`config.mk`:
```
export PLATFORM = sky130hd
export DESIGN_NAME = pid_step_with_clamps
export DESIGN_NICKNAME = d
export VERILOG_FILES = /design/src/pid_pkg.sv /design/src/pid_step_with_clamps.sv
export SDC_FILE = /design/constraint.sdc
export NUM_CORES = 2
export LEC_CHECK = 0
export BUFFER_PORTS_ARGS = -buffer_cell sky130_fd_sc_hd__buf_2
export CORE_ASPECT_RATIO = 1.75
export CORE_MARGIN = 8
export CORE_UTILIZATION = 60
export CTS_CLUSTER_DIAMETER = 30
export DETAILED_ROUTE_END_ITERATION = 7
export PLACE_DENSITY = 0.8
export SLEW_MARGIN = 20
export SYNTH_ARGS = -nofsm -noshare
export SYNTH_HDL_FRONTEND = slang
export SYNTH_SLANG_ARGS = --single-unit
```
`constraint.sdc`:
```
create_clock -name i_clk -period 9.4 [get_ports i_clk]
set_clock_uncertainty 0.2 [all_clocks]
set_input_delay 1.41 -clock i_clk [delete_from_list [all_inputs] [get_ports i_clk]]
set_output_delay 1.41 -clock i_clk [all_outputs]
set_load 0.1 [all_outputs]
```
`src/pid_pkg.sv`:
```
`timescale 1ns / 1ps
// ----------------------------------------------------------------------------
// pid_pkg
// Shared widths, limits and register codes for the clamped PID step.
// ----------------------------------------------------------------------------
package pid_pkg;

    // field and datapath widths
    localparam int unsigned ErrW   = 16;
    localparam int unsigned GainW  = 19;
    localparam int unsigned DriveW = 17;
    localparam int unsigned DerivW = ErrW + 1;
    localparam int unsigned ProdW  = GainW + 1 + DerivW;
    localparam int unsigned SumW   = ProdW + 2;
    localparam int unsigned Frac   = 16;
    localparam int unsigned ShW    = SumW - Frac;

    // apb port
    localparam int unsigned AddrW  = 4;
    localparam int unsigned DataW  = 32;

    // integral and output bounds
    localparam logic signed [DerivW-1:0] IntegMax  = 17'sd16384;
    localparam logic signed [DerivW-1:0] IntegMin  = -17'sd16384;
    localparam logic signed [ShW-1:0]    DriveMax  = 23'sd49152;
    localparam logic signed [ShW-1:0]    DriveMin  = -23'sd49152;

    // register indexes
    typedef enum logic [1:0] {
        REG_PROP  = 2'd0,
        REG_INTEG = 2'd1,
        REG_DERIV = 2'd2
    } t_reg_idx;

    typedef logic [GainW-1:0]         t_gain;
    typedef logic signed [ErrW-1:0]   t_err;
    typedef logic signed [ProdW-1:0]  t_prod;

endpackage

```
`src/pid_step_with_clamps.sv`:
```
`timescale 1ns / 1ps
// ----------------------------------------------------------------------------
// pid_step_with_clamps
// PID step on a Q2.14 error sample with integral clamp and output saturation.
// ----------------------------------------------------------------------------
// One error item per cycle is taken and one drive item per cycle is given out
// while the output side is not stalled. Each item passes three register
// stages: the first stage updates the integral and derivative, the second
// forms the three gain products, the third sums, floor-shifts by 16 and
// saturates to +/-3.0. Throughput is set by the integral and last-error
// update, which is written on each accepted item. Gains are read by the
// product stage and are meant to be written only while no item is in
// flight. Registers sit at byte addresses 0, 4 and 8;
// address 12 reads zero and ignores writes.
module pid_step_with_clamps (
    input  logic                               i_clk,
    input  logic                               i_rst_n,
    // error item channel
    input  logic                               i_in_valid,
    output logic                               o_in_ready,
    input  logic signed [pid_pkg::ErrW-1:0]    i_error_sample,
    // drive item channel
    output logic                               o_out_valid,
    input  logic                               i_out_ready,
    output logic signed [pid_pkg::DriveW-1:0]  o_drive,
    output logic                               o_saturated,
    // configuration port
    input  logic                               psel,
    input  logic                               penable,
    input  logic                               pwrite,
    input  logic [pid_pkg::AddrW-1:0]          paddr,
    input  logic [pid_pkg::DataW-1:0]          pwdata,
    output logic [pid_pkg::DataW-1:0]          prdata,
    output logic                               pready
);

    pid_pkg::t_gain r_prop_gain, r_integ_gain, r_deriv_gain;
    pid_pkg::t_reg_idx w_idx;

    logic r_v1, r_v2, r_v3;
    logic w_en1, w_en2, w_en3, w_accept;

    pid_pkg::t_err                       r_integral_sum, r_last_error;
    logic signed [pid_pkg::DerivW-1:0]   w_acc_raw, w_acc, w_deriv;

    pid_pkg::t_err                       r_err1, r_acc1;
    logic signed [pid_pkg::DerivW-1:0]   r_deriv1;

    pid_pkg::t_prod                      r_p_prod, r_i_prod, r_d_prod;
    logic signed [pid_pkg::SumW-1:0]     w_sum;
    logic signed [pid_pkg::ShW-1:0]      w_shifted;
    logic signed [pid_pkg::DriveW-1:0]   w_drive;
    logic                                w_sat;

    logic signed [pid_pkg::DriveW-1:0]   r_drive;
    logic                                r_sat;

    // register file
    assign pready = 1'b1;
    assign w_idx  = pid_pkg::t_reg_idx'(paddr[3:2]);

    always_ff @(posedge i_clk) begin
        if (!i_rst_n) begin
            r_prop_gain  <= '0;
            r_integ_gain <= '0;
            r_deriv_gain <= '0;
        end else if (psel && penable && pwrite && pready) begin
            unique case (w_idx)
                pid_pkg::REG_PROP:  r_prop_gain  <= pwdata[pid_pkg::GainW-1:0];
                pid_pkg::REG_INTEG: r_integ_gain <= pwdata[pid_pkg::GainW-1:0];
                pid_pkg::REG_DERIV: r_deriv_gain <= pwdata[pid_pkg::GainW-1:0];
                default: ;
            endcase
        end
    end

    // register read
    always_comb begin
        unique case (w_idx)
            pid_pkg::REG_PROP:  prdata = pid_pkg::DataW'(r_prop_gain);
            pid_pkg::REG_INTEG: prdata = pid_pkg::DataW'(r_integ_gain);
            pid_pkg::REG_DERIV: prdata = pid_pkg::DataW'(r_deriv_gain);
            default:            prdata = '0;
        endcase
    end

    // pipeline advance, each stage moves when the next one has room
    assign w_en3      = !r_v3 || i_out_ready;
    assign w_en2      = !r_v2 || w_en3;
    assign w_en1      = !r_v1 || w_en2;
    assign o_in_ready = w_en1;
    assign w_accept   = i_in_valid && w_en1;

    always_ff @(posedge i_clk) begin
        if (!i_rst_n) begin
            r_v1 <= 1'b0;
            r_v2 <= 1'b0;
            r_v3 <= 1'b0;
        end else begin
            if (w_en1) begin
                r_v1 <= i_in_valid;
            end
            if (w_en2) begin
                r_v2 <= r_v1;
            end
            if (w_en3) begin
                r_v3 <= r_v2;
            end
        end
    end

    // integral with inclusive clamp, derivative against previous sample
    always_comb begin
        w_acc_raw = pid_pkg::DerivW'(r_integral_sum) + pid_pkg::DerivW'(i_error_sample);
        if (w_acc_raw > pid_pkg::IntegMax) begin
            w_acc = pid_pkg::IntegMax;
        end else if (w_acc_raw < pid_pkg::IntegMin) begin
            w_acc = pid_pkg::IntegMin;
        end else begin
            w_acc = w_acc_raw;
        end
        w_deriv = pid_pkg::DerivW'(i_error_sample) - pid_pkg::DerivW'(r_last_error);
    end

    always_ff @(posedge i_clk) begin
        if (!i_rst_n) begin
            r_integral_sum <= '0;
            r_last_error   <= '0;
        end else if (w_accept) begin
            r_integral_sum <= w_acc[pid_pkg::ErrW-1:0];
            r_last_error   <= i_error_sample;
        end
    end

    // stage 1 payload
    always_ff @(posedge i_clk) begin
        if (w_accept) begin
            r_err1   <= i_error_sample;
            r_acc1   <= w_acc[pid_pkg::ErrW-1:0];
            r_deriv1 <= w_deriv;
        end
    end

    // stage 2: gain products, Q30, operands sign-extended to product width
    always_ff @(posedge i_clk) begin
        if (w_en2 && r_v1) begin
            r_p_prod <= pid_pkg::t_prod'($signed({1'b0, r_prop_gain}))
                      * pid_pkg::t_prod'(r_err1);
            r_i_prod <= pid_pkg::t_prod'($signed({1'b0, r_integ_gain}))
                      * pid_pkg::t_prod'(r_acc1);
            r_d_prod <= pid_pkg::t_prod'($signed({1'b0, r_deriv_gain}))
                      * pid_pkg::t_prod'(r_deriv1);
        end
    end

    // stage 3: sum, floor shift, saturate
    always_comb begin
        w_sum = pid_pkg::SumW'(r_p_prod) + pid_pkg::SumW'(r_i_prod)
              + pid_pkg::SumW'(r_d_prod);
        w_shifted = w_sum[pid_pkg::SumW-1:pid_pkg::Frac];
        if (w_shifted > pid_pkg::DriveMax) begin
            w_drive = pid_pkg::DriveMax[pid_pkg::DriveW-1:0];
            w_sat   = 1'b1;
        end else if (w_shifted < pid_pkg::DriveMin) begin
            w_drive = pid_pkg::DriveMin[pid_pkg::DriveW-1:0];
            w_sat   = 1'b1;
        end else begin
            w_drive = w_shifted[pid_pkg::DriveW-1:0];
            w_sat   = 1'b0;
        end
    end

    always_ff @(posedge i_clk) begin
        if (w_en3 && r_v2) begin
            r_drive <= w_drive;
            r_sat   <= w_sat;
        end
    end

    assign o_out_valid = r_v3;
    assign o_drive     = r_drive;
    assign o_saturated = r_sat;

endmodule

```
==> results.json <==
{
  "crit_fanout": 19,
  "post-route-period-util": 0.906,
  "cp.arrival_ns": 8.58,
  "cts_root_buf": "clkbuf_16",
  "synth_cell_types": 90,
  "globalRoute.totalOverflow": 0,
  "initial_core_util": 0.604,
  "relSlewSlack": 0.218,
  "tns_ns": 0,
  "synth.top_cells.by_count": "915 x inv_1, 764 x fa_1, 677 x nand2_1, 467 x and2_1, 456 x ha_1",
  "die_y_um": 377,
  "avgSynthCellArea_um2": 9.36,
  "clk_latency_ns": 0.64,
  "synth_area_um2": 44600,
  "critPathLaunchType": "flip-flop",
  "post_cts_resized": 0,
  "crit_type": "flip-flop to flip-flop",
  "outcome": "finished, final reports clean",
  "drive_above_1_share": 0.0559,
  "synth_top_area_share": 0.343,
  "drc_errors": 0,
  "fillers": 5817,
  "cts_post_setup_buffers_inserted": 0,
  "yosysSeqAreaShare": 0.160,
  "cts_tree": "yes",
  "worstHoldPathType": "flip-flop to flip-flop",
  "ys_async_sr_fraction": 0,
  "grt_max_degree": 81,
  "dieArea_um2": 83600,
  "clockBufferDepth": 3,
  "core_um2": 73800,
  "grt_pass1_wl_um": 195000,
  "leakage_nw": 23.3,
  "dp_hpwl_um": 98000,
  "p_per_area_nw_per_um2": 109,
  "area_delta_synth_final_pct": 6.42,
  "grt.total_usage": 0.301,
  "ys.flop_type": "edfxtp_1",
  "drtPass1Iterations": 5,
  "min_period_ns": 8.52,
  "rsz0062_at_grt": "false",
  "r2r_start": "r_acc1[2]",
  "num_vias": 33400,
  "numPortBuffers": 82,
  "netlist_top_cells_area": "fa_1 34%, ha_1 13%, edfxtp_1 12%",
  "dp_slack_ns": 1.25,
  "antenna_found_initial": 2,
  "final_core_util": 0.642,
  "wl_um": 122000,
  "vias_per_cell": 5.84,
  "ios": 112,
  "max_freq_mhz": 117,
  "cp-startpoint": "r_acc1[2]",
  "cts_made_buffers": 52,
  "gp_congestion": 0.972,
  "finalMaxSlewViolations": 0,
  "setup_violations": 0,
  "end_kind": "flip-flop",
  "routedWlPerCell_um": 21.4,
  "fin_ws_ns": 0.880,
  "placementRows": 132,
  "drtIter0Drc": 2097,
  "cp.required_ns": 9.46,
  "synth_edf_count": 176,
  "synth_cells": 4763,
  "clkSinkCount": 268,
  "grt_pass1_vias": 37000,
  "hold_viol_final": 0,
  "yosys_warnings": 0,
  "synth.ff_latch_count": 268,
  "antenna_left": 0,
  "worstHoldStart": "r_last_error[9]",
  "ir_worst_vdd_mv": 0.139,
  "clkSlewWorstSetupHoldPaths_ns": 0.05,
  "cap_violations": 0,
  "synth_most_common_cell": "inv_1",
  "htreeDepth": 2,
  "synth_top_cell_by_area": "fa_1",
  "fin_nets": 6016,
  "cts_hold_buf": 0,
  "die_w_um": 222,
  "worstMarginPinSlew_ns": 1.16
}
critical path: stages (launching register included):
cell       delay [ns]
edfxtp_1         0.92
and2_1           0.26
fa_1             0.47
fa_1             0.59
ha_1             0.15
inv_1            0.05
fa_1             0.48
inv_1            0.06
fa_1             0.53
inv_1            0.05
fa_1             0.47
inv_1            0.04
ha_1             0.20
or3_1            0.42
o311a_1          0.39
o211ai_1         0.28
a2111oi_0        0.19
buf_4            0.18
o41ai_1          0.55
a31oi_1          0.26
a21o_1           0.23
a21oi_1          0.25
o21ai_1          0.11
xor2_1           0.82
path summary, 6_finish.rpt:
kind                     endpoint  slack [ns]  cells past startpoint
setup / recovery     r_i_prod[34]        0.88                     23
hold / removal    r_last_error[9]        0.27                      2
setup reg to reg     r_i_prod[34]        0.88                     23
hold reg to reg   r_last_error[9]        0.27                      2
area by class of cell:
| class | count | area (µm²) | share of cell area |
|---|---|---|---|
| Sequential cell | 268 | 7130 | 0.150 |
| Inverter | 915 | 3430 | 0.0724 |
| Clock inverter | 38 | 413 | 0.00871 |
| Multi-Input combinational cell | 3371 | 33200 | 0.699 |
| Tap cell | 938 | 1170 | 0.0247 |
| Timing Repair Buffer | 129 | 763 | 0.0161 |
| Clock buffer | 58 | 1350 | 0.0284 |
| Antenna cell | 3 | 7.51 | 0.000158 |
per-stage QoR:
step,hold WS (ns),instance area [µm²],power [mW],instances
6_report,0.266,47400,5.19,5720
5_1_grt,0.280,47400,5.45,5717
4_1_cts,0.266,47400,5.18,5717
3_5_place_dp,0.258,45700,3.32,5621
2_1_floorplan,0.243,44600,2.77,4775
3_3_place_gp,0.251,45700,3.28,5621
power by group:
| part | internal (mW) | switching (mW) | leakage (nW) |
|---|---|---|---|
| Clock | 1.14 | 0.713 | 0.848 |
| Combinational | 0.649 | 1.09 | 20.0 |
| Sequential | 1.38 | 0.220 | 2.41 |
| Total | 3.17 | 2.02 | 23.3 |
cells by family (layout without fill, tap and decap cells):
group | count (synthesis) | in the layout | synth area share
buffers and inverters | 1136 | 1140 | 0.0976
adder cells (fa/ha/maj) | 1220 | 1220 | 0.471
multiplexers | 22 | 22 | 0.00494
AND/OR/NAND/NOR | 1481 | 1481 | 0.162
AO/OA/AOI/OAI | 505 | 505 | 0.0782
flip-flops | 268 | 268 | 0.160
other | 2 | 17 | 0.000169
XOR/XNOR | 129 | 129 | 0.0254
state kept, by name, indices dropped and copies added, names as in the netlist:
name	cells
r_deriv_gain	19
r_last_error	16
o_drive	17
r_prop_gain	19
r_d_prod	37
r_integral_sum	16
r_i_prod	36
r_integ_gain	19
r_v1	1
r_p_prod	36
r_acc1	16
r_deriv1	17
o_saturated	1
r_v2	1
o_out_valid	1
r_err1	16
layer usage:
| metal | share of wire | global-route usage |
|---|---|---|
| met1 | 0.33 | 0.313 |
| met5 | 0.00017 | 0 |
| met3 | 0.063 | 0.0438 |
| met4 | 0.099 | 0.240 |
| met2 | 0.50 | 0.539 |
layout by cell type, fill, tap and decap left out, types with 10 or more instances in the layout:
master     Yosys  final
a21boi_0      85     84
a21o_1        45     45
a21oi_1      124    124
a31oi_1       11     11
a32o_1        14     14
and2_1       467    467
and3_1        16     16
buf_2          2     82
buf_4         14     47
clkbuf_16      0     53
conb_1         2     14
dfxtp_1       92     92
edfxtp_1     176    176
fa_1         764    764
ha_1         456    456
inv_1        915    914
inv_6          0     10
mux2i_1       22     22
nand2_1      677    677
nand2b_1      41     41
nand3_1       29     29
nand4_1       13     13
nor2_1       140    140
nor2b_1       23     22
nor3_1        17     16
o211ai_1      10     10
o21a_1        21     21
o21ai_0       81     81
o21bai_1      15     15
or3_1         11     11
xnor2_1       94     93
xor2_1        35     35
Note: power is estimated with default switching activity, not from simulation.
